**src/hw/rtl/fvc_pkg.sv**
```systemverilog
// ============================================================================
// fvc_pkg
// shared types, widths and constants of the flywheel voltage controller
// ============================================================================
package fvc_pkg;

    localparam int TGT_W     = 14;
    localparam int MEAS_W    = 14;
    localparam int VOLT_W    = 15;
    localparam int ERR_W     = 15;
    localparam int PROD_W    = 32;
    localparam int FF_W      = 18;
    localparam int DIFF_W    = 19;
    localparam int SUM_W     = 16;
    localparam int FRAC_W    = 16;
    localparam int ADDR_W    = 5;
    localparam int DATA_W    = 32;
    localparam int IN_DATA_W = 48;
    localparam int OUT_DATA_W = 32;

    localparam logic signed [VOLT_W-1:0] VMAX_MV = 15'sd12000;
    localparam logic [PROD_W:0]          ROUND_HALF = 33'd32768;

    typedef enum logic [1:0] {
        MODE_COAST    = 2'd0,
        MODE_VOLTAGE  = 2'd1,
        MODE_VELOCITY = 2'd2
    } t_mode;

    typedef enum logic [1:0] {
        CAND_SLEW,
        CAND_POS,
        CAND_NEG,
        CAND_ZERO
    } t_cand;

    typedef enum logic [2:0] {
        REG_CUSTOM_TUNING = 3'd0,
        REG_BANG_TOL      = 3'd1,
        REG_SLEW_LIMIT    = 3'd2,
        REG_FF_COEF       = 3'd3,
        REG_FULL_THR      = 3'd4,
        REG_COAST_THR     = 3'd5
    } t_reg_idx;

    typedef struct packed {
        logic        custom_tuning;
        logic [12:0] bang_tolerance;
        logic [13:0] slew_limit;
        logic [16:0] ff_coef;
        logic [12:0] full_thr;
        logic [12:0] coast_thr;
    } t_cfg;

    typedef struct packed {
        t_mode                     mode;
        t_cand                     cand;
        logic signed [TGT_W-1:0]   tgt;
        logic signed [VOLT_W-1:0]  old;
        logic signed [FF_W-1:0]    ff;
    } t_mid;

    function automatic logic signed [VOLT_W-1:0] cand_volt(input t_cand c);
        logic signed [VOLT_W-1:0] v;
        unique case (c)
            CAND_POS: v = VMAX_MV;
            CAND_NEG: v = -VMAX_MV;
            default:  v = '0;
        endcase
        return v;
    endfunction

endpackage

```
**src/hw/rtl/fvc_regs.sv**
```systemverilog
// ============================================================================
// fvc_regs
// apb register file holding the control law settings
// ============================================================================
module fvc_regs (
    input  logic                          i_clk,
    input  logic                          i_rst_n,
    input  logic                          psel,
    input  logic                          penable,
    input  logic                          pwrite,
    input  logic [fvc_pkg::ADDR_W-1:0]    paddr,
    input  logic [fvc_pkg::DATA_W-1:0]    pwdata,
    output logic [fvc_pkg::DATA_W-1:0]    prdata,
    output logic                          pready,
    output fvc_pkg::t_cfg                 o_cfg
);

    fvc_pkg::t_cfg r_cfg;
    logic [2:0]    w_idx;

    assign w_idx  = paddr[4:2];
    assign pready = 1'b1;
    assign o_cfg  = r_cfg;

    always_ff @(posedge i_clk) begin
        if (!i_rst_n) begin
            r_cfg.custom_tuning  <= 1'b0;
            r_cfg.bang_tolerance <= 13'd500;
            r_cfg.slew_limit     <= 14'd5000;
            r_cfg.ff_coef        <= 17'd63898;
            r_cfg.full_thr       <= 13'd5900;
            r_cfg.coast_thr      <= 13'd200;
        end else if (psel && penable && pwrite && pready) begin
            unique case (w_idx)
                fvc_pkg::REG_CUSTOM_TUNING: r_cfg.custom_tuning  <= pwdata[0];
                fvc_pkg::REG_BANG_TOL:      r_cfg.bang_tolerance <= pwdata[12:0];
                fvc_pkg::REG_SLEW_LIMIT:    r_cfg.slew_limit     <= pwdata[13:0];
                fvc_pkg::REG_FF_COEF:       r_cfg.ff_coef        <= pwdata[16:0];
                fvc_pkg::REG_FULL_THR:      r_cfg.full_thr       <= pwdata[12:0];
                fvc_pkg::REG_COAST_THR:     r_cfg.coast_thr      <= pwdata[12:0];
                default: begin
                end
            endcase
        end
    end

    always_comb begin
        prdata = '0;
        unique case (w_idx)
            fvc_pkg::REG_CUSTOM_TUNING: prdata = 32'(r_cfg.custom_tuning);
            fvc_pkg::REG_BANG_TOL:      prdata = 32'(r_cfg.bang_tolerance);
            fvc_pkg::REG_SLEW_LIMIT:    prdata = 32'(r_cfg.slew_limit);
            fvc_pkg::REG_FF_COEF:       prdata = 32'(r_cfg.ff_coef);
            fvc_pkg::REG_FULL_THR:      prdata = 32'(r_cfg.full_thr);
            fvc_pkg::REG_COAST_THR:     prdata = 32'(r_cfg.coast_thr);
            default:                    prdata = '0;
        endcase
    end

endmodule

```
**src/hw/rtl/fvc_front.sv**
```systemverilog
// ============================================================================
// fvc_front
// stages one and two: feedforward product, rounding, law and mode selection
// ============================================================================
module fvc_front (
    input  logic                                 i_clk,
    input  logic                                 i_rst_n,
    input  fvc_pkg::t_cfg                        i_cfg,
    input  logic                                 i_valid,
    output logic                                 o_ready,
    input  logic signed [fvc_pkg::TGT_W-1:0]     i_tgt,
    input  logic signed [fvc_pkg::MEAS_W-1:0]    i_meas,
    input  logic signed [fvc_pkg::VOLT_W-1:0]    i_old,
    output logic                                 o_valid,
    input  logic                                 i_ready,
    output fvc_pkg::t_mid                        o_mid
);

    // stage 1
    logic                                  r_v1;
    logic signed [fvc_pkg::TGT_W-1:0]      r_tgt1;
    logic signed [fvc_pkg::VOLT_W-1:0]     r_old1;
    logic signed [fvc_pkg::PROD_W-1:0]     r_prod1;
    logic [fvc_pkg::ERR_W-1:0]             r_aerr1;
    logic                                  r_err_neg1;
    logic                                  r_err_pos1;
    logic [fvc_pkg::TGT_W-1:0]             r_atgt1;

    logic signed [fvc_pkg::PROD_W-1:0]     w_tgt_x;
    logic signed [fvc_pkg::PROD_W-1:0]     w_coef_x;
    logic signed [fvc_pkg::PROD_W-1:0]     n_prod;
    logic signed [fvc_pkg::ERR_W-1:0]      w_err;
    logic [fvc_pkg::ERR_W-1:0]             n_aerr;
    logic [fvc_pkg::TGT_W-1:0]             n_atgt;

    // stage 2
    logic                                  r_v2;
    fvc_pkg::t_mid                         r_mid2;

    logic [fvc_pkg::PROD_W-1:0]            w_aprod;
    logic [fvc_pkg::PROD_W:0]              w_rsum;
    logic [fvc_pkg::FF_W-1:0]              w_mag;
    fvc_pkg::t_mid                         n_mid;

    logic w_en1;
    logic w_en2;

    assign w_en2   = !r_v2 || i_ready;
    assign w_en1   = !r_v1 || w_en2;
    assign o_ready = w_en1;
    assign o_valid = r_v2;
    assign o_mid   = r_mid2;

    // product of target and twice the coefficient
    assign w_tgt_x  = fvc_pkg::PROD_W'(i_tgt);
    assign w_coef_x = $signed({14'd0, i_cfg.ff_coef, 1'b0});
    assign n_prod   = w_tgt_x * w_coef_x;
    assign w_err    = fvc_pkg::ERR_W'(i_tgt) - fvc_pkg::ERR_W'(i_meas);
    assign n_aerr   = w_err[fvc_pkg::ERR_W-1] ? fvc_pkg::ERR_W'(-w_err) : w_err;
    assign n_atgt   = i_tgt[fvc_pkg::TGT_W-1] ? fvc_pkg::TGT_W'(-i_tgt) : i_tgt;

    always_ff @(posedge i_clk) begin
        if (!i_rst_n) begin
            r_v1 <= 1'b0;
        end else if (w_en1) begin
            r_v1 <= i_valid;
        end
    end

    always_ff @(posedge i_clk) begin
        if (w_en1 && i_valid) begin
            r_tgt1     <= i_tgt;
            r_old1     <= i_old;
            r_prod1    <= n_prod;
            r_aerr1    <= n_aerr;
            r_err_neg1 <= w_err[fvc_pkg::ERR_W-1];
            r_err_pos1 <= !w_err[fvc_pkg::ERR_W-1] && (w_err != '0);
            r_atgt1    <= n_atgt;
        end
    end

    // round to nearest, ties away from zero
    assign w_aprod = r_prod1[fvc_pkg::PROD_W-1] ? fvc_pkg::PROD_W'(-r_prod1) : r_prod1;
    assign w_rsum  = {1'b0, w_aprod} + fvc_pkg::ROUND_HALF;
    assign w_mag   = {1'b0, w_rsum[fvc_pkg::PROD_W:fvc_pkg::FRAC_W]};

    always_comb begin
        n_mid     = '0;
        n_mid.tgt = r_tgt1;
        n_mid.old = r_old1;
        n_mid.ff  = r_prod1[fvc_pkg::PROD_W-1] ? -$signed(w_mag) : $signed(w_mag);

        if (r_atgt1 >= {1'b0, i_cfg.full_thr}) begin
            if (r_tgt1 > 0) begin
                n_mid.cand = fvc_pkg::CAND_POS;
            end else if (r_tgt1 < 0) begin
                n_mid.cand = fvc_pkg::CAND_NEG;
            end else begin
                n_mid.cand = fvc_pkg::CAND_ZERO;
            end
        end else if (r_aerr1 > {2'b0, i_cfg.bang_tolerance}) begin
            if (r_tgt1 > 0) begin
                n_mid.cand = r_err_pos1 ? fvc_pkg::CAND_POS : fvc_pkg::CAND_ZERO;
            end else if (r_tgt1 < 0) begin
                n_mid.cand = r_err_neg1 ? fvc_pkg::CAND_NEG : fvc_pkg::CAND_ZERO;
            end else begin
                n_mid.cand = fvc_pkg::CAND_ZERO;
            end
        end else begin
            n_mid.cand = fvc_pkg::CAND_SLEW;
        end

        if (!i_cfg.custom_tuning) begin
            n_mid.mode = fvc_pkg::MODE_VELOCITY;
        end else if (r_atgt1 < {1'b0, i_cfg.coast_thr}) begin
            n_mid.mode = fvc_pkg::MODE_COAST;
        end else begin
            n_mid.mode = fvc_pkg::MODE_VOLTAGE;
        end
    end

    always_ff @(posedge i_clk) begin
        if (!i_rst_n) begin
            r_v2 <= 1'b0;
        end else if (w_en2) begin
            r_v2 <= r_v1;
        end
    end

    always_ff @(posedge i_clk) begin
        if (w_en2 && r_v1) begin
            r_mid2 <= n_mid;
        end
    end

endmodule

```
**src/hw/rtl/fvc_back.sv**
```systemverilog
// ============================================================================
// fvc_back
// stages three and four: slew limit, voltage clamp and final command
// ============================================================================
module fvc_back (
    input  logic                                 i_clk,
    input  logic                                 i_rst_n,
    input  logic [13:0]                          i_slew,
    input  logic                                 i_valid,
    output logic                                 o_ready,
    input  fvc_pkg::t_mid                        i_mid,
    output logic                                 o_valid,
    input  logic                                 i_ready,
    output fvc_pkg::t_mode                       o_mode,
    output logic signed [fvc_pkg::VOLT_W-1:0]    o_volt,
    output logic signed [fvc_pkg::TGT_W-1:0]     o_vel
);

    // stage 3
    logic                                  r_v3;
    fvc_pkg::t_mode                        r_mode3;
    fvc_pkg::t_cand                        r_cand3;
    logic signed [fvc_pkg::TGT_W-1:0]      r_tgt3;
    logic signed [fvc_pkg::VOLT_W-1:0]     r_old3;
    logic signed [fvc_pkg::VOLT_W-1:0]     r_delta3;
    logic                                  r_cand_ok3;

    logic signed [fvc_pkg::DIFF_W-1:0]     w_diff;
    logic signed [fvc_pkg::DIFF_W-1:0]     w_slew_x;
    logic signed [fvc_pkg::VOLT_W-1:0]     n_delta;
    logic signed [fvc_pkg::SUM_W-1:0]      w_cdiff;
    logic [fvc_pkg::SUM_W-1:0]             w_acdiff;

    // stage 4
    logic                                  r_v4;
    fvc_pkg::t_mode                        r_mode;
    logic signed [fvc_pkg::VOLT_W-1:0]     r_volt;
    logic signed [fvc_pkg::TGT_W-1:0]      r_vel;

    logic signed [fvc_pkg::SUM_W-1:0]      w_sum;
    logic signed [fvc_pkg::VOLT_W-1:0]     w_nv;
    logic signed [fvc_pkg::VOLT_W-1:0]     n_volt;
    logic signed [fvc_pkg::TGT_W-1:0]      n_vel;

    logic w_en3;
    logic w_en4;

    assign w_en4   = !r_v4 || i_ready;
    assign w_en3   = !r_v3 || w_en4;
    assign o_ready = w_en3;
    assign o_valid = r_v4;
    assign o_mode  = r_mode;
    assign o_volt  = r_volt;
    assign o_vel   = r_vel;

    // step toward feedforward under the slew limit
    assign w_diff   = fvc_pkg::DIFF_W'(i_mid.ff) - fvc_pkg::DIFF_W'(i_mid.old);
    assign w_slew_x = $signed({5'd0, i_slew});

    always_comb begin
        if (w_diff > w_slew_x) begin
            n_delta = fvc_pkg::VOLT_W'(w_slew_x);
        end else if (w_diff < -w_slew_x) begin
            n_delta = fvc_pkg::VOLT_W'(-w_slew_x);
        end else begin
            n_delta = fvc_pkg::VOLT_W'(w_diff);
        end
    end

    assign w_cdiff  = fvc_pkg::SUM_W'(fvc_pkg::cand_volt(i_mid.cand))
                    - fvc_pkg::SUM_W'(i_mid.old);
    assign w_acdiff = w_cdiff[fvc_pkg::SUM_W-1] ? fvc_pkg::SUM_W'(-w_cdiff) : w_cdiff;

    always_ff @(posedge i_clk) begin
        if (!i_rst_n) begin
            r_v3 <= 1'b0;
        end else if (w_en3) begin
            r_v3 <= i_valid;
        end
    end

    always_ff @(posedge i_clk) begin
        if (w_en3 && i_valid) begin
            r_mode3    <= i_mid.mode;
            r_cand3    <= i_mid.cand;
            r_tgt3     <= i_mid.tgt;
            r_old3     <= i_mid.old;
            r_delta3   <= n_delta;
            r_cand_ok3 <= (w_acdiff <= {2'b0, i_slew});
        end
    end

    // clamp to full scale and pick the command
    assign w_sum = fvc_pkg::SUM_W'(r_old3) + fvc_pkg::SUM_W'(r_delta3);

    always_comb begin
        if (w_sum > fvc_pkg::SUM_W'(fvc_pkg::VMAX_MV)) begin
            w_nv = fvc_pkg::VMAX_MV;
        end else if (w_sum < -fvc_pkg::SUM_W'(fvc_pkg::VMAX_MV)) begin
            w_nv = -fvc_pkg::VMAX_MV;
        end else begin
            w_nv = fvc_pkg::VOLT_W'(w_sum);
        end
    end

    always_comb begin
        n_volt = '0;
        n_vel  = '0;
        unique case (r_mode3)
            fvc_pkg::MODE_VELOCITY: n_vel = r_tgt3;
            fvc_pkg::MODE_VOLTAGE: begin
                if (r_cand3 != fvc_pkg::CAND_SLEW && r_cand_ok3) begin
                    n_volt = fvc_pkg::cand_volt(r_cand3);
                end else begin
                    n_volt = w_nv;
                end
            end
            default: begin
            end
        endcase
    end

    always_ff @(posedge i_clk) begin
        if (!i_rst_n) begin
            r_v4 <= 1'b0;
        end else if (w_en4) begin
            r_v4 <= r_v3;
        end
    end

    always_ff @(posedge i_clk) begin
        if (w_en4 && r_v3) begin
            r_mode <= r_mode3;
            r_volt <= n_volt;
            r_vel  <= n_vel;
        end
    end

    a_coast_zero: assert property (@(posedge i_clk) disable iff (!i_rst_n)
        r_v4 && r_mode == fvc_pkg::MODE_COAST |-> r_volt == '0 && r_vel == '0)
        else $error("coast result carries a nonzero command");

    a_volt_range: assert property (@(posedge i_clk) disable iff (!i_rst_n)
        r_v4 && r_mode == fvc_pkg::MODE_VOLTAGE |->
            r_volt <= fvc_pkg::VMAX_MV && r_volt >= -fvc_pkg::VMAX_MV && r_vel == '0)
        else $error("voltage command outside full scale");

    a_vel_only: assert property (@(posedge i_clk) disable iff (!i_rst_n)
        r_v4 && r_mode == fvc_pkg::MODE_VELOCITY |-> r_volt == '0)
        else $error("velocity result carries a voltage");

    a_s3_hold: assert property (@(posedge i_clk) disable iff (!i_rst_n)
        r_v3 && !w_en4 |=> r_v3 && $stable(r_delta3) && $stable(r_old3))
        else $error("stage three lost its request while stalled");

endmodule

```
**src/hw/rtl/flywheel_voltage_controller_unit.sv**
```systemverilog
// ============================================================================
// flywheel_voltage_controller_unit
// flywheel speed controller: feedforward with slew limit and bang-bang drive
// ============================================================================
// usage
//   s_axis carries one control tick per request: target speed, measured
//   speed and present motor voltage. m_axis returns one command per tick,
//   with the drive mode on tuser and voltage and velocity on tdata. the user
//   writes settings over the apb port while no tick is in flight (not enforced).
// pipeline
//   four register stages: product, rounding and law select, slew step,
//   final clamp and select. one request can be taken every cycle while
//   m_axis_tready is high.
// reset
//   synchronous active-low reset empties the pipeline and loads the
//   default settings: voltage law off, tolerance 500, slew 5000 mV,
//   coefficient 63898, full speed 5900, coast 200.
// stalls
//   when m_axis_tready is low the output holds and the stages behind it
//   keep filling; s_axis_tready drops only when all four stages are full.
// ============================================================================
module flywheel_voltage_controller_unit (
    input  logic                                i_clk,
    input  logic                                i_rst_n,
    input  logic                                psel,
    input  logic                                penable,
    input  logic                                pwrite,
    input  logic [fvc_pkg::ADDR_W-1:0]          paddr,
    input  logic [fvc_pkg::DATA_W-1:0]          pwdata,
    output logic [fvc_pkg::DATA_W-1:0]          prdata,
    output logic                                pready,
    input  logic                                s_axis_tvalid,
    output logic                                s_axis_tready,
    // target_speed[13:0], measured_speed[27:14], present_voltage[42:28]
    input  logic [fvc_pkg::IN_DATA_W-1:0]       s_axis_tdata,
    output logic                                m_axis_tvalid,
    input  logic                                m_axis_tready,
    // drive_voltage[14:0], drive_velocity[28:15]
    output logic [fvc_pkg::OUT_DATA_W-1:0]      m_axis_tdata,
    // drive_mode[1:0]
    output logic [1:0]                          m_axis_tuser
);

    fvc_pkg::t_cfg                          w_cfg;
    fvc_pkg::t_mid                          w_mid;
    logic                                   w_mid_valid;
    logic                                   w_mid_ready;
    fvc_pkg::t_mode                         w_mode;
    logic signed [fvc_pkg::VOLT_W-1:0]      w_volt;
    logic signed [fvc_pkg::TGT_W-1:0]       w_vel;

    fvc_regs u_regs (
        .i_clk   (i_clk),
        .i_rst_n (i_rst_n),
        .psel    (psel),
        .penable (penable),
        .pwrite  (pwrite),
        .paddr   (paddr),
        .pwdata  (pwdata),
        .prdata  (prdata),
        .pready  (pready),
        .o_cfg   (w_cfg)
    );

    fvc_front u_front (
        .i_clk   (i_clk),
        .i_rst_n (i_rst_n),
        .i_cfg   (w_cfg),
        .i_valid (s_axis_tvalid),
        .o_ready (s_axis_tready),
        .i_tgt   ($signed(s_axis_tdata[13:0])),
        .i_meas  ($signed(s_axis_tdata[27:14])),
        .i_old   ($signed(s_axis_tdata[42:28])),
        .o_valid (w_mid_valid),
        .i_ready (w_mid_ready),
        .o_mid   (w_mid)
    );

    fvc_back u_back (
        .i_clk   (i_clk),
        .i_rst_n (i_rst_n),
        .i_slew  (w_cfg.slew_limit),
        .i_valid (w_mid_valid),
        .o_ready (w_mid_ready),
        .i_mid   (w_mid),
        .o_valid (m_axis_tvalid),
        .i_ready (m_axis_tready),
        .o_mode  (w_mode),
        .o_volt  (w_volt),
        .o_vel   (w_vel)
    );

    assign m_axis_tuser = w_mode;
    assign m_axis_tdata = {3'd0, w_vel, w_volt};

endmodule

```
**config.mk**
```make
export PLATFORM = sky130hd
export DESIGN_NAME = flywheel_voltage_controller_unit
export DESIGN_NICKNAME = d
export VERILOG_FILES = /design/src/hw/rtl/fvc_pkg.sv /design/src/hw/rtl/fvc_regs.sv /design/src/hw/rtl/fvc_front.sv /design/src/hw/rtl/fvc_back.sv /design/src/hw/rtl/flywheel_voltage_controller_unit.sv
export SDC_FILE = /design/constraint.sdc
export NUM_CORES = 1
export LEC_CHECK = 0
export BUFFER_PORTS_ARGS = -buffer_cell sky130_fd_sc_hd__buf_2
export CELL_PAD_IN_SITES_DETAIL_PLACEMENT = 0
export CELL_PAD_IN_SITES_GLOBAL_PLACEMENT = 1
export CORE_MARGIN = 5
export CORE_UTILIZATION = 53
export DETAILED_ROUTE_END_ITERATION = 16
export PLACE_DENSITY_LB_ADDON = 0.1
export SLEW_MARGIN = 40
export SYNTH_ARGS = -nofsm -noshare
export SYNTH_HDL_FRONTEND = slang
export SYNTH_HIERARCHICAL = 1
export SYNTH_SLANG_ARGS = --single-unit
```
**constraint.sdc**
```tcl
create_clock -name i_clk -period 11 [get_ports i_clk]
set_input_delay 0.55 -clock i_clk [delete_from_list [all_inputs] [get_ports i_clk]]
set_output_delay 0.55 -clock i_clk [all_outputs]
set_load 0.005 [all_outputs]
```
==> results of run 1 <==
==> worst max-delay path, delay by kind of cell (launching register included) <==
kind            cells  cell delay [ns]
simple gates        1             0.26
buf+inv             4             0.28
compound gates      9             2.19
xor+xnor            1             0.09
fa+ha+maj           7             3.19
flops               1             0.84
==> cells by family (layout without fill, tap and decap cells) <==
family / after synthesis / after routing / synth area share, %
adders and majority gates: 438 / 438 / 25.3
AOI/OAI and AO/OA: 527 / 527 / 13.4
DFF: 296 / 296 / 30.1
other: 3 / 23 / 0.0416
buffers and inverters: 519 / 577 / 7.68
muxes: 77 / 77 / 2.92
and+or+nand+nor: 804 / 804 / 15.4
xor gates and xnor gates: 160 / 160 / 5.26
==> per-stage QoR <==
step | worst slack, ns | utilization [%] | std cells | area, um^2 | hold slack [ns]
final | 3.83 | 58.1 | 3574 | 29300 | 0.179
after global routing | 3.45 | 58.1 | 3570 | 29300 | 0.151
after CTS | 3.80 | 58.1 | 3570 | 29300 | 0.149
after detailed placement | 3.52 | 55.6 | 3506 | 28000 | 0.405
after global placement | 3.60 | 55.6 | 3506 | 28000 | 0.401
after floorplan | 4.22 | - | 2840 | 27100 | 0.400
==> per-layer routing <==
layer,up-vias,part of all wire (%),GRT usage (%)
met2,531,48,41.9
met5,-,0,0
met3,84,5.1,2.87
met1,10100,44,34.0
li1,9735,-,-
met4,0,2.5,6.18
==> layout make-up <==
type / instances / area, um^2 / area share [%]
Multi-Input combinational cell: 2025 / 16900 / 57.8
Sequential cell: 296 / 8140 / 27.8
Tap cell: 672 / 841 / 2.87
Antenna cell: 4 / 10.0 / 0.0342
Clock buffer: 41 / 928 / 3.17
Clock inverter: 23 / 295 / 1.01
Inverter: 379 / 1420 / 4.86
Timing Repair Buffer: 134 / 712 / 2.43
==> placed cells by master (no fill, tap or decap), types with 13 or more instances in the layout <==
cell type,synthesis,layout
sky130_fd_sc_hd__nand2_1,257,257
sky130_fd_sc_hd__nand4_1,18,18
sky130_fd_sc_hd__ha_1,257,257
sky130_fd_sc_hd__nor2_1,119,119
sky130_fd_sc_hd__mux2i_1,71,71
sky130_fd_sc_hd__a31oi_1,17,17
sky130_fd_sc_hd__a21o_1,45,45
sky130_fd_sc_hd__dfxtp_1,75,75
sky130_fd_sc_hd__xnor2_1,114,114
sky130_fd_sc_hd__o31a_1,13,13
sky130_fd_sc_hd__fa_1,181,181
sky130_fd_sc_hd__and2_1,145,143
sky130_fd_sc_hd__buf_2,20,119
sky130_fd_sc_hd__and3_1,15,15
sky130_fd_sc_hd__conb_1,3,19
sky130_fd_sc_hd__xor2_1,43,43
sky130_fd_sc_hd__nand2b_1,36,35
sky130_fd_sc_hd__o21a_1,22,22
sky130_fd_sc_hd__clkbuf_16,0,35
sky130_fd_sc_hd__a21oi_1,103,102
sky130_fd_sc_hd__nor2b_1,43,40
sky130_fd_sc_hd__a211oi_1,14,14
sky130_fd_sc_hd__o22ai_1,15,15
sky130_fd_sc_hd__nor3_1,41,41
sky130_fd_sc_hd__o31ai_1,13,13
sky130_fd_sc_hd__inv_1,379,379
sky130_fd_sc_hd__buf_4,22,14
sky130_fd_sc_hd__o21ai_0,119,119
sky130_fd_sc_hd__o211ai_1,29,29
sky130_fd_sc_hd__or3_1,14,14
sky130_fd_sc_hd__a221oi_1,13,13
sky130_fd_sc_hd__nand3_1,42,42
sky130_fd_sc_hd__edfxtp_1,221,221
==> how the worst max path moves through the flow <==
| stage | from | endpoint | slack, ns | cells past startpoint |
|---|---|---|---|---|
| finish | u_regs/o_cfg[33]$_SDFFE_PN1P_ | u_front/r_prod1[31]$_DFFE_PP_ | 3.83 | 22 |
| floorplan | s_axis_tdata[4] | u_front/r_prod1[31]$_DFFE_PP_ | 4.22 | 24 |
| global placement | s_axis_tdata[13] | u_front/r_prod1[31]$_DFFE_PP_ | 3.60 | 22 |
| global route | u_regs/o_cfg[33]$_SDFFE_PN1P_ | u_front/r_prod1[31]$_DFFE_PP_ | 3.45 | 22 |
| detailed placement | s_axis_tdata[13] | u_front/r_prod1[31]$_DFFE_PP_ | 3.52 | 22 |
| CTS | u_regs/o_cfg[33]$_SDFFE_PN1P_ | u_front/r_prod1[31]$_DFFE_PP_ | 3.80 | 22 |
==> power by group through the flow <==
stage,Combinational (mW),Clock (mW),Sequential [mW]
finish,3.30,1.22,1.59
global route,3.76,1.30,1.60
CTS,3.35,1.25,1.58
detailed placement,3.32,0,1.61
global placement,3.24,0,1.60
floorplan,2.57,0,1.54
==> flip-flops by register name (all words and copies together) (netlist names), 2 cells and up <==
| register | flops |
|---|---|
| u_front/r_tgt1 | 14 |
| u_front/r_aerr1 | 15 |
| u_back/r_tgt3 | 14 |
| u_back/r_delta3 | 15 |
| u_back/o_mode | 2 |
| u_front/r_old1 | 15 |
| u_back/r_mode3 | 2 |
| u_back/o_volt | 15 |
| u_back/o_vel | 14 |
| u_regs/o_cfg | 71 |
| u_back/r_old3 | 15 |
| u_front/r_prod1 | 31 |
| u_back/r_cand3 | 2 |
| u_front/o_mid | 51 |
| u_front/r_atgt1 | 13 |
==> implementation parameters, run 1 <==
Parameter                              Value

Logic synthesis
  Synth Instances ... 2824
  Most frequently used cell type in the post-synthesis netlist ... sky130_fd_sc_hd__inv_1
  Area fraction of the dominant cell type after synthesis ... 24.5%
  Post-synth top area cell ... sky130_fd_sc_hd__edfxtp_1
  Post-synth top cells ... sky130_fd_sc_hd__inv_1, sky130_fd_sc_hd__ha_1, sky130_fd_sc_hd__nand2_1
  Syn Area/Cell ... 9.58 um^2
  Register bit count reported by yosys ... 296
  Synth Flop Type ... sky130_fd_sc_hd__edfxtp_1
  Number of distinct standard cells referenced by the synthesized netlist ... 103
  Leading post-synthesis cells by cell area ... sky130_fd_sc_hd__edfxtp_1, sky130_fd_sc_hd__fa_1, sky130_fd_sc_hd__ha_1, sky130_fd_sc_hd__dfxtp_1, sky130_fd_sc_hd__inv_1
  Asr flop ratio synth ... 0%
  Proportion of synthesized chip area in sequential cells ... 30.1%
  Warnings, synthesis ... 6
  Post-Syn Area ... 27100 um^2
  EDFF count, synth ... 221

Die
  Effective utilization at floorplan ... 53.7%
  Die Height ... 236 um
  Number of rows in the core area ... 82
  Core outline area ... 50400 um^2
  Area of the die ... 55700 um^2
  Number of placed I/O pins ... 161
  Die span in x ... 236 um

STA
  Final clock period utilization by the worst path ... 65.1%
  Highest clock frequency the design can meet ... 0.140 GHz
  Post-route clock skew ... 0.0296 ns
  Setup TNS ... 0 ns
  Final worst path period need ... 7.17 ns
  Final setup violation count ... 0
  Slew Limit Fails ... 0
  Final Hold Viols ... 0
  Tightest slew margin relative to the limit ... 37.5%
  Worst slew pin tran ... 0.937 ns
  RSZ-0062 raised after global routing ... false

Worst setup path
  Register-to-Register Path Depth ... 22
  Category of the worst setup path launch point ... register
  Critical Path End Type ... register
  Biggest cell delay along the critical path ... 0.84 ns
  Most used cell, CP ... sky130_fd_sc_hd__fa_1
  Startpoint of the lowest-slack register-to-register path ... u_regs/o_cfg[33]$_SDFFE_PN1P_
  Worst path cell trace ... and2_1 -> fa_1 -> inv_1 -> fa_1 -> inv_1 -> fa_1 -> fa_1 -> fa_1 -> inv_1 -> fa_1 -> inv_1 -> ha_1 -> a21o_1 -> a21oi_1 -> o32ai_1 -> a2111oi_0 -> a211oi_1 -> a41oi_1 -> a21oi_1 -> a21o_1 -> a311oi_1 -> xnor2_1
  Capture point of the worst reg-to-reg path ... u_front/r_prod1[31]$_DFFE_PP_
  Flop-to-flop setup slack ... 3.83 ns
  Cell with the largest stage delay on the worst path ... sky130_fd_sc_hd__dfxtp_1
  Largest fanout of any net on the critical path ... 16
  WP data required ... 11.28 ns
  Critical path arrival ... 7.45 ns
  Type of the worst setup path ... register to register

CTS
  Post-CTS repair timing setup buffer count ... 0
  Sink Count ... 296
  Cell at the root of the clock tree ... sky130_fd_sc_hd__clkbuf_16
  Later-pin clock latency in the skew report ... 0.56 ns
  Max Root-Sink Buffers ... 3
  Number of hold buffers added after CTS ... 0
  Clock tree from TritonCTS ... built
  Number of H-tree levels ... 2
  Clock buffer count from CTS ... 35
  Clk slew on worst S/H paths ... 0.07 ns
  PostCTS Resize Cnt ... 0

Power and ir drop
  Max rail drop VDD ... 255 uV
  Static leakage power ... 13.0 nW
  Net load switching power ... 2.49 mW
  Share of power burned in the clock network ... 20.0%
  Sw Ratio ... 40.9%
  Pwr Density ... 209 nW/um^2
  Comb power frac ... 54.0%
  Part of the power in registers ... 26.0%
  Power Total ... 6.10 mW
  Internal Power ... 3.61 mW

Drt
  Routed via count divided by cell count ... 5.71
  Detailed-route DRC error count ... 0
  Initial DRC Count ... 1332
  Residual antenna-violating net count after detailed routing ... 0
  Routed via count ... 20400
  Routed Wire Length ... 70100 um
  Drt first pass iters ... 5
  Post-DR wirelength/cell ... 19.6 um

Global routing
  Number of global-route vias before repair ... 20400
  Global-route total usage across every layer ... 24.7%
  First-pass GRT wire length ... 111000 um
  Largest net degree at the start of global routing ... 86
  Antenna violations before repair ... 2
  Sum of overflow across all layers after global routing ... 0

Status
  Outcome ... finished, final reports clean

Min path
  Worst hold start ... s_axis_tdata[37]
  Worst min-delay path category ... input pin to register
  Endpoint of the worst hold-timing path ... u_front/r_old1[9]$_DFFE_PP_
  Count of cells along the worst hold path ... 1

Placed design
  DP HPWL ... 53100 um
  RD Place Congestion ... 0.876
  Number of buffers added on ports ... 119

Final layout
  Area added between synthesis and finish ... 8.18%
  Fraction of layout cells with a size suffix above 1 ... 8.94%
  Final nets ... 3401
  Count of fill cells added during filler insertion ... 4484

Flow run
  Max capacitance violation total ... 0
(Power assumes the default switching activity.)
==> run 2, diff against run 1 <==
--- a/config.mk
+++ b/config.mk
@@ -5,11 +5,12 @@
 export SDC_FILE = /design/constraint.sdc
 export NUM_CORES = 1
 export LEC_CHECK = 0
+export ABC_AREA = 1
 export BUFFER_PORTS_ARGS = -buffer_cell sky130_fd_sc_hd__buf_2
 export CELL_PAD_IN_SITES_DETAIL_PLACEMENT = 0
 export CELL_PAD_IN_SITES_GLOBAL_PLACEMENT = 1
 export CORE_MARGIN = 5
-export CORE_UTILIZATION = 53
+export CORE_UTILIZATION = 47
 export DETAILED_ROUTE_END_ITERATION = 16
 export PLACE_DENSITY_LB_ADDON = 0.1
 export SLEW_MARGIN = 40
==> constraint.sdc (replaced) <==
create_clock -name i_clk -period 7.1 [get_ports i_clk]
set_input_delay 0.355 -clock i_clk [delete_from_list [all_inputs] [get_ports i_clk]]
set_output_delay 0.355 -clock i_clk [all_outputs]
set_load 0.005 [all_outputs]
==> implementation parameters, run 2 <==
Parameter                              Value

CTS
  Max Root-Sink Buffers ... 3 (unchanged)
  Clk slew on worst S/H paths ... 0.06 ns (about the same)
  Clock buffer count from CTS ... 36 (+2.9%)
  Post-CTS repair timing setup buffer count ... 0 (unchanged)
  Clock tree from TritonCTS ... built
  Cell at the root of the clock tree ... sky130_fd_sc_hd__clkbuf_16
  Later-pin clock latency in the skew report ... 0.56 ns (about the same)
  Number of H-tree levels ... 2 (unchanged)
  Sink Count ... 296 (unchanged)

Logic synthesis
  Leading post-synthesis cells by cell area ... sky130_fd_sc_hd__edfxtp_1, sky130_fd_sc_hd__fa_1, sky130_fd_sc_hd__nand2_1, sky130_fd_sc_hd__ha_1, sky130_fd_sc_hd__inv_1
  Number of distinct standard cells referenced by the synthesized netlist ... 67 (-35%)
  Post-synth top area cell ... sky130_fd_sc_hd__edfxtp_1
  Proportion of synthesized chip area in sequential cells ... 28.9% (-1.2 points)
  Warnings, synthesis ... 6 (unchanged)
  Post-Syn Area ... 28200 um^2 (+4.2%)
  Post-synth top cells ... sky130_fd_sc_hd__nand2_1, sky130_fd_sc_hd__inv_1, sky130_fd_sc_hd__nor2_1
  EDFF count, synth ... 221 (unchanged)
  Synth Flop Type ... sky130_fd_sc_hd__edfxtp_1
  Syn Area/Cell ... 7.76 um^2 (-19%)
  Area fraction of the dominant cell type after synthesis ... 23.5% (-0.99 points)
  Asr flop ratio synth ... 0% (unchanged)
  Most frequently used cell type in the post-synthesis netlist ... sky130_fd_sc_hd__nand2_1
  Synth Instances ... 3634 (+29%)
  Register bit count reported by yosys ... 296 (unchanged)

Global routing
  Antenna violations before repair ... 1 (-1)
  Sum of overflow across all layers after global routing ... 0 (unchanged)
  Number of global-route vias before repair ... 23100 (+13%)
  Largest net degree at the start of global routing ... 74 (-14%)
  Global-route total usage across every layer ... 23.8% (-0.91 points)
  First-pass GRT wire length ... 123000 um (+11%)

Min path
  Count of cells along the worst hold path ... 3 (+2)
  Worst min-delay path category ... input pin to register
  Endpoint of the worst hold-timing path ... u_regs/o_cfg[23]$_SDFFE_PN1P_
  Worst hold start ... pwdata[10]

Worst setup path
  Family of cells with the greatest summed delay on the critical path ... adder cells
  Most used cell, CP ... sky130_fd_sc_hd__fa_1
  Count of buffer and inverter cells on the critical path ... 3 (-1)
  Capture point of the worst reg-to-reg path ... u_front/r_prod1[29]$_DFFE_PP_
  Startpoint of the lowest-slack register-to-register path ... u_regs/o_cfg[36]$_SDFFE_PN0P_
  Worst path cell trace ... nand2_1 -> fa_1 -> inv_1 -> fa_1 -> fa_1 -> fa_1 -> fa_1 -> inv_1 -> fa_1 -> inv_1 -> ha_1 -> nand2_1 -> nor4_1 -> nand4_1 -> nand3_1 -> a21o_1 -> nand2_1 -> nand2_1 -> xor2_1
  Cell with the largest stage delay on the worst path ... sky130_fd_sc_hd__dfxtp_1
  Category of the worst setup path launch point ... register
  Register-to-Register Path Depth ... 19 (-14%)
  Type of the worst setup path ... register to register
  Critical Path End Type ... register
  Critical path arrival ... 6.55 ns (-0.90 ns)
  WP data required ... 7.39 ns (-3.89 ns)
  Largest fanout of any net on the critical path ... 16 (unchanged)
  Flop-to-flop setup slack ... 0.84 ns (-3.00 ns)
  Biggest cell delay along the critical path ... 0.91 ns (+0.07 ns)

Drt
  Initial DRC Count ... 1417 (+6.4%)
  Detailed-route DRC error count ... 0 (unchanged)
  Routed via count ... 23300 (+14%)
  Drt first pass iters ... 5 (unchanged)
  Routed via count divided by cell count ... 5.13 (-10%)
  Residual antenna-violating net count after detailed routing ... 0 (unchanged)
  Routed Wire Length ... 77800 um (+11%)
  Post-DR wirelength/cell ... 17.1 um (-13%)

STA
  Hold_ws ... 0.0461 ns (-0.133 ns)
  Final clock period utilization by the worst path ... 88.2% (+23 points)
  Final Worst Setup Slack ... 0.838 ns (-3.00 ns)
  RSZ-0062 raised after global routing ... false
  Final setup violation count ... 0 (unchanged)
  Setup TNS ... 0 ns (unchanged)
  Tightest slew margin relative to the limit ... 39.7% (+2.2 points)
  Slew Limit Fails ... 0 (unchanged)
  Final Hold Viols ... 0 (unchanged)
  Worst slew pin tran ... 0.904 ns (-0.0329 ns)
  Highest clock frequency the design can meet ... 0.160 GHz (+14%)
  Post-route clock skew ... 0.0247 ns (-0.00494 ns)
  Final worst path period need ... 6.26 ns (-0.904 ns)

Final layout
  Most frequent standard cell in the layout excluding fill and tap cells ... sky130_fd_sc_hd__nand2_1
  Fraction of layout cells with a size suffix above 1 ... 9.07% (+0.13 points)
  Final cell count without fillers ... 4545 (+27%)
  Area added between synthesis and finish ... 9.38%
  Finished Cell Area ... 30800 um^2 (+5.4%)
  Post-Route Utilization ... 52.1% (-6.0 points)
  Final nets ... 4275 (+26%)
  Highest-count cells in the layout ignoring fill and taps ... sky130_fd_sc_hd__nand2_1, sky130_fd_sc_hd__inv_1, sky130_fd_sc_hd__nor2_1, sky130_fd_sc_hd__ha_1
  Number of flip-flops under the largest register name ... 71 (unchanged)

Die
  Number of placed I/O pins ... 161 (unchanged)
  Die span in x ... 255 um (+8.1%)
  Area of the die ... 65000 um^2 (+17%)
  Core outline area ... 59200 um^2 (+18%)
  Effective utilization at floorplan ... 47.6% (-6.1 points)
  Number of rows in the core area ... 89 (+8.5%)
  Die Height ... 255 um (+8.1%)

Power and ir drop
  Max rail drop VDD ... 402 uV (+58%)
  Power Total ... 9.80 mW (+61%)
  Pwr Density ... 318 nW/um^2 (+52%)
  Static leakage power ... 16.1 nW (+24%)

Placed design
  DP HPWL ... 62400 um (+18%)
  RD Place Congestion ... 0.918 (+4.9%)
  Number of buffers added on ports ... 119 (unchanged)
  Pre-CTS WS ... 0.690 ns (-2.83 ns)
  DP Cell Count ... 4463 (+27%)
  Placed Area ... 29600 um^2 (+5.5%)

Flow run
  Max capacitance violation total ... 0 (unchanged)

Status
  Outcome ... finished, final reports clean
## run 2: cell count changes after synthesis, moves of 53 or more
cell	delta
sky130_fd_sc_hd__and2_1	-142
sky130_fd_sc_hd__inv_1	+353
sky130_fd_sc_hd__mux2i_1	-71
sky130_fd_sc_hd__nand2_1	+652
sky130_fd_sc_hd__nand3_1	+179
sky130_fd_sc_hd__nor2_1	+199
sky130_fd_sc_hd__o21ai_0	-53
sky130_fd_sc_hd__xnor2_1	-81
## run 2: worst max path at each step
stage | startpoint | endpoint | slack (ns) | cells past startpoint
3_5_place_dp | s_axis_tdata[3] | u_front/r_prod1[25]$_DFFE_PP_ | 0.69 | 25
4_1_cts | u_regs/o_cfg[38]$_SDFFE_PN1P_ | u_front/r_prod1[28]$_DFFE_PP_ | 0.84 | 19
6_report | u_regs/o_cfg[36]$_SDFFE_PN0P_ | u_front/r_prod1[29]$_DFFE_PP_ | 0.84 | 19
3_3_place_gp | s_axis_tdata[4] | u_front/r_prod1[25]$_DFFE_PP_ | 0.68 | 25
2_1_floorplan | s_axis_tdata[3] | u_front/r_prod1[25]$_DFFE_PP_ | 1.04 | 26
5_1_grt | u_regs/o_cfg[30]$_SDFFE_PN1P_ | u_front/r_prod1[25]$_DFFE_PP_ | 0.38 | 24
## run 2: cell type report
cell class | instances | area (um^2)
Inverter | 747 | 2810
Clock buffer | 48 | 956
Timing Repair Buffer | 167 | 1030
Multi-Input combinational cell | 2497 | 16800
Sequential cell | 296 | 8140
Fill cell | 5745 | 28400
Clock inverter | 16 | 138
Tap cell | 773 | 967
Antenna cell | 1 | 2.50
## run 2: cell families after synthesis
group / Yosys count / share of synthesized area, %
compound gates: 265 / 5.43
simple gates: 1655 / 25.6
xor+xnor: 120 / 3.89
fa+ha+maj: 438 / 24.3
buf+inv: 857 / 12.0
other cells: 3 / 0.0399
flops: 296 / 28.9
## run 2: metal layers
layer	vias up	track usage [%]	part of all wire [%]
met1	11200	30.4	42
met3	125	2.69	4.3
met2	487	42.3	50
met4	2	7.55	3.4
met5	-	0	0.018
li1	11500	-	-
## run 2: timing repair
item,in CTS,in global routing
hold endpoints to repair,17,0
gates resized for setup,0,0
hold buffers,17,0
## run 2: where the power goes
part           internal (mW)  switching [mW]
combinational           2.10            3.52
clock                  0.992           0.743
sequential              2.30           0.138
## run 2: worst reg2reg max path, delay by kind of cell, from the launching register on
family	cells	cell delay, ns
AO/OA/AOI/OAI	1	0.18
XOR/XNOR	1	0.06
adder cells (fa/ha/maj)	7	3.38
buffers and inverters	3	0.15
flip-flops	1	0.91
AND/OR/NAND/NOR	7	1.30
==> run 3, diff against run 2 <==
--- a/config.mk
+++ b/config.mk
@@ -6,11 +6,12 @@
 export NUM_CORES = 1
 export LEC_CHECK = 0
 export ABC_AREA = 1
-export BUFFER_PORTS_ARGS = -buffer_cell sky130_fd_sc_hd__buf_2
+export BUFFER_PORTS_ARGS = -buffer_cell sky130_fd_sc_hd__clkbuf_2
 export CELL_PAD_IN_SITES_DETAIL_PLACEMENT = 0
 export CELL_PAD_IN_SITES_GLOBAL_PLACEMENT = 1
 export CORE_MARGIN = 5
 export CORE_UTILIZATION = 47
+export CTS_CLUSTER_SIZE = 30
 export DETAILED_ROUTE_END_ITERATION = 16
 export PLACE_DENSITY_LB_ADDON = 0.1
 export SLEW_MARGIN = 40
==> implementation parameters, run 3 (synthesis results as in run 2) <==
Parameter                              Value

Placed design
  RD Place Congestion ... 0.925 (+0.72%)
  DP HPWL ... 62600 um (+0.20%)
  Pre-CTS WS ... 0.760 ns (+0.0702 ns)
  Number of buffers added on ports ... 119 (unchanged)

STA
  Highest clock frequency the design can meet ... 0.160 GHz (+0.48%)
  Tightest slew margin relative to the limit ... 43.2% (+3.5 points)
  Slew Limit Fails ... 0 (unchanged)
  Final setup violation count ... 0 (unchanged)
  Setup TNS ... 0 ns (unchanged)
  RSZ-0062 raised after global routing ... false
  Worst slew pin tran ... 0.851 ns (-0.0524 ns)
  Post-route clock skew ... 0.0209 ns (-0.00381 ns)
  Final Hold Viols ... 0 (unchanged)
  Final clock period utilization by the worst path ... 87.8% (-0.42 points)
  Final Worst Setup Slack ... 0.868 ns (+0.0298 ns)
  Final worst path period need ... 6.23 ns (-0.0298 ns)

Min path
  Worst min-delay path category ... input pin to register

Worst setup path
  Critical Path End Type ... register
  Category of the worst setup path launch point ... register
  Flop-to-flop setup slack ... 0.87 ns (+0.03 ns)
  WP data required ... 7.39 ns (about the same)
  Critical path arrival ... 6.52 ns (-0.03 ns)
  Type of the worst setup path ... register to register
  Largest fanout of any net on the critical path ... 9 (-7)

Global routing
  First-pass GRT wire length ... 122000 um (-0.28%)
  Largest net degree at the start of global routing ... 85 (+15%)
  Met3 track utilization from global routing ... 3.13% (+0.44 points)
  Met2 usage ... 41.4% (-0.90 points)
  Number of global-route vias before repair ... 23000 (-0.48%)
  Antenna violations before repair ... 0 (-1)
  Sum of overflow across all layers after global routing ... 0 (unchanged)
  Global-route total usage across every layer ... 23.7% (-0.083 points)
  GR peak layer ... met2
  Met1 track demand over resource in global routing ... 30.5% (+0.039 points)

Die
  Number of placed I/O pins ... 161 (unchanged)
  Die Height ... 255 um (unchanged)
  Area of the die ... 65000 um^2 (unchanged)
  Effective utilization at floorplan ... 47.6% (unchanged)
  Number of rows in the core area ... 89 (unchanged)
  Core outline area ... 59200 um^2 (unchanged)
  Die span in x ... 255 um (unchanged)

Power and ir drop
  Max rail drop VDD ... 410 uV (+1.9%)
  Static leakage power ... 16.2 nW (+0.53%)
  Pwr Density ... 317 nW/um^2 (-0.17%)

CTS
  Post-CTS repair timing setup buffer count ... 0 (unchanged)
  Later-pin clock latency in the skew report ... 0.55 ns (about the same)
  Clock tree from TritonCTS ... built
  Cell at the root of the clock tree ... sky130_fd_sc_hd__clkbuf_16
  Max Root-Sink Buffers ... 3 (unchanged)
  Number of H-tree levels ... 2 (unchanged)
  Clk slew on worst S/H paths ... 0.06 ns (about the same)
  Sink Count ... 296 (unchanged)
  Clock buffer count from CTS ... 36 (unchanged)

Drt
  Detailed-route DRC error count ... 0 (unchanged)
  Initial DRC Count ... 1447 (+2.1%)
  Routed via count ... 23100 (-0.92%)
  Routed Wire Length ... 77200 um (-0.86%)
  Post-DR wirelength/cell ... 17.0 um (-0.99%)
  Drt first pass iters ... 5 (unchanged)
  Routed via count divided by cell count ... 5.07 (-1.0%)
  Residual antenna-violating net count after detailed routing ... 0 (unchanged)

Final layout
  Fraction of layout cells with a size suffix above 1 ... 9.37% (+0.30 points)
  Number of diodes ... 0 (-1)
  Highest-count cells in the layout ignoring fill and taps ... sky130_fd_sc_hd__nand2_1, sky130_fd_sc_hd__inv_1, sky130_fd_sc_hd__nor2_1, sky130_fd_sc_hd__ha_1
  Number of flip-flops under the largest register name ... 71 (unchanged)
  Most frequent standard cell in the layout excluding fill and tap cells ... sky130_fd_sc_hd__nand2_1
  Count of fill cells added during filler insertion ... 5799 (+0.94%)
  Area added between synthesis and finish ... 9.82%
  Final nets ... 4280 (+0.12%)

Flow run
  Max capacitance violation total ... 0 (unchanged)

Status
  Outcome ... finished, final reports clean
run 3: cell count changes in the layout (fill, tap and decap cells not counted), moves of 2 or more:
| cell | change |
|---|---|
| sky130_fd_sc_hd__buf_2 | -119 |
| sky130_fd_sc_hd__buf_4 | +6 |
| sky130_fd_sc_hd__bufinv_16 | +2 |
| sky130_fd_sc_hd__clkbuf_1 | -4 |
| sky130_fd_sc_hd__clkbuf_2 | +119 |
| sky130_fd_sc_hd__clkbuf_8 | +2 |
| sky130_fd_sc_hd__clkinv_4 | +2 |
| sky130_fd_sc_hd__dlygate4sd3_1 | -2 |
run 3: final timing paths:
| kind | startpoint | endpoint | depth (start not counted) |
|---|---|---|---|
| min reg2reg | u_front/r_old1[4]$_DFFE_PP_ | u_front/o_mid[22]$_DFFE_PP_ | 0 |
| max | u_regs/o_cfg[33]$_SDFFE_PN1P_ | u_front/r_prod1[25]$_DFFE_PP_ | 24 |
| min | pwdata[15] | u_regs/o_cfg[41]$_SDFFE_PN1P_ | 3 |
| max reg2reg | u_regs/o_cfg[33]$_SDFFE_PN1P_ | u_front/r_prod1[25]$_DFFE_PP_ | 24 |
run 3: metal layers:
layer / vias up / wire [um]
li1: 11500 / -
met1: 10900 / 32300
met2: 505 / 38300
met3: 116 / 3680
met4: 0 / 2860
met5: - / 0
run 3: report_power, final:
| part | internal [mW] | switching [mW] | total, mW |
|---|---|---|---|
| Clock | 1.08 | 0.747 | 1.83 |
| Sequential | 2.30 | 0.130 | 2.43 |
| Combinational | 2.09 | 3.48 | 5.57 |
| Total | 5.47 | 4.35 | 9.82 |
run 3: final cells by class:
cell class                 instances  area (um^2)  area share [%]
multi-input combinational       2497        16800            54.3
sequential                       296         8140            26.3
inverter                         747         2810            9.08
timing repair buffer             172         1060            3.43
tap                              773          967            3.12
clock buffer                      45          955            3.08
clock inverter                    21          231           0.747
run 3: what timing repair did:
action	CTS	global route
endpoints found under the hold margin	15	0
gates resized for setup	0	0
hold buffers	15	0
run 3: critical path, cell delays in order, from the launching register on:
cell                       delay [ns]
sky130_fd_sc_hd__dfxtp_1         0.46
sky130_fd_sc_hd__nand2_1         0.14
sky130_fd_sc_hd__inv_1           0.06
sky130_fd_sc_hd__fa_1            0.48
sky130_fd_sc_hd__inv_1           0.06
sky130_fd_sc_hd__fa_1            0.53
sky130_fd_sc_hd__inv_1           0.06
sky130_fd_sc_hd__fa_1            0.50
sky130_fd_sc_hd__inv_1           0.05
sky130_fd_sc_hd__fa_1            0.47
sky130_fd_sc_hd__inv_1           0.05
sky130_fd_sc_hd__fa_1            0.53
sky130_fd_sc_hd__inv_1           0.05
sky130_fd_sc_hd__fa_1            0.53
sky130_fd_sc_hd__inv_1           0.04
sky130_fd_sc_hd__ha_1            0.33
sky130_fd_sc_hd__nand2_1         0.08
sky130_fd_sc_hd__o21ai_0         0.26
sky130_fd_sc_hd__a21oi_1         0.11
sky130_fd_sc_hd__o21ai_0         0.33
sky130_fd_sc_hd__a21boi_0        0.22
sky130_fd_sc_hd__o31ai_1         0.38
sky130_fd_sc_hd__nand2_1         0.09
sky130_fd_sc_hd__nand2_1         0.09
sky130_fd_sc_hd__xor2_1          0.06
run 3: metrics by stage:
stage	hold WS, ns	area, um^2	cells	power, mW	utilization (%)
3_3_place_gp	0.406	29600	4469	7.99	49.9
3_5_place_dp	0.405	29600	4470	8.08	50.0
5_1_grt	0.0522	31000	4551	10.8	52.3
6_report	0.0409	31000	4551	9.82	52.3
2_1_floorplan	0.400	28300	3650	6.71	-
4_1_cts	0.0186	31000	4551	9.96	52.3
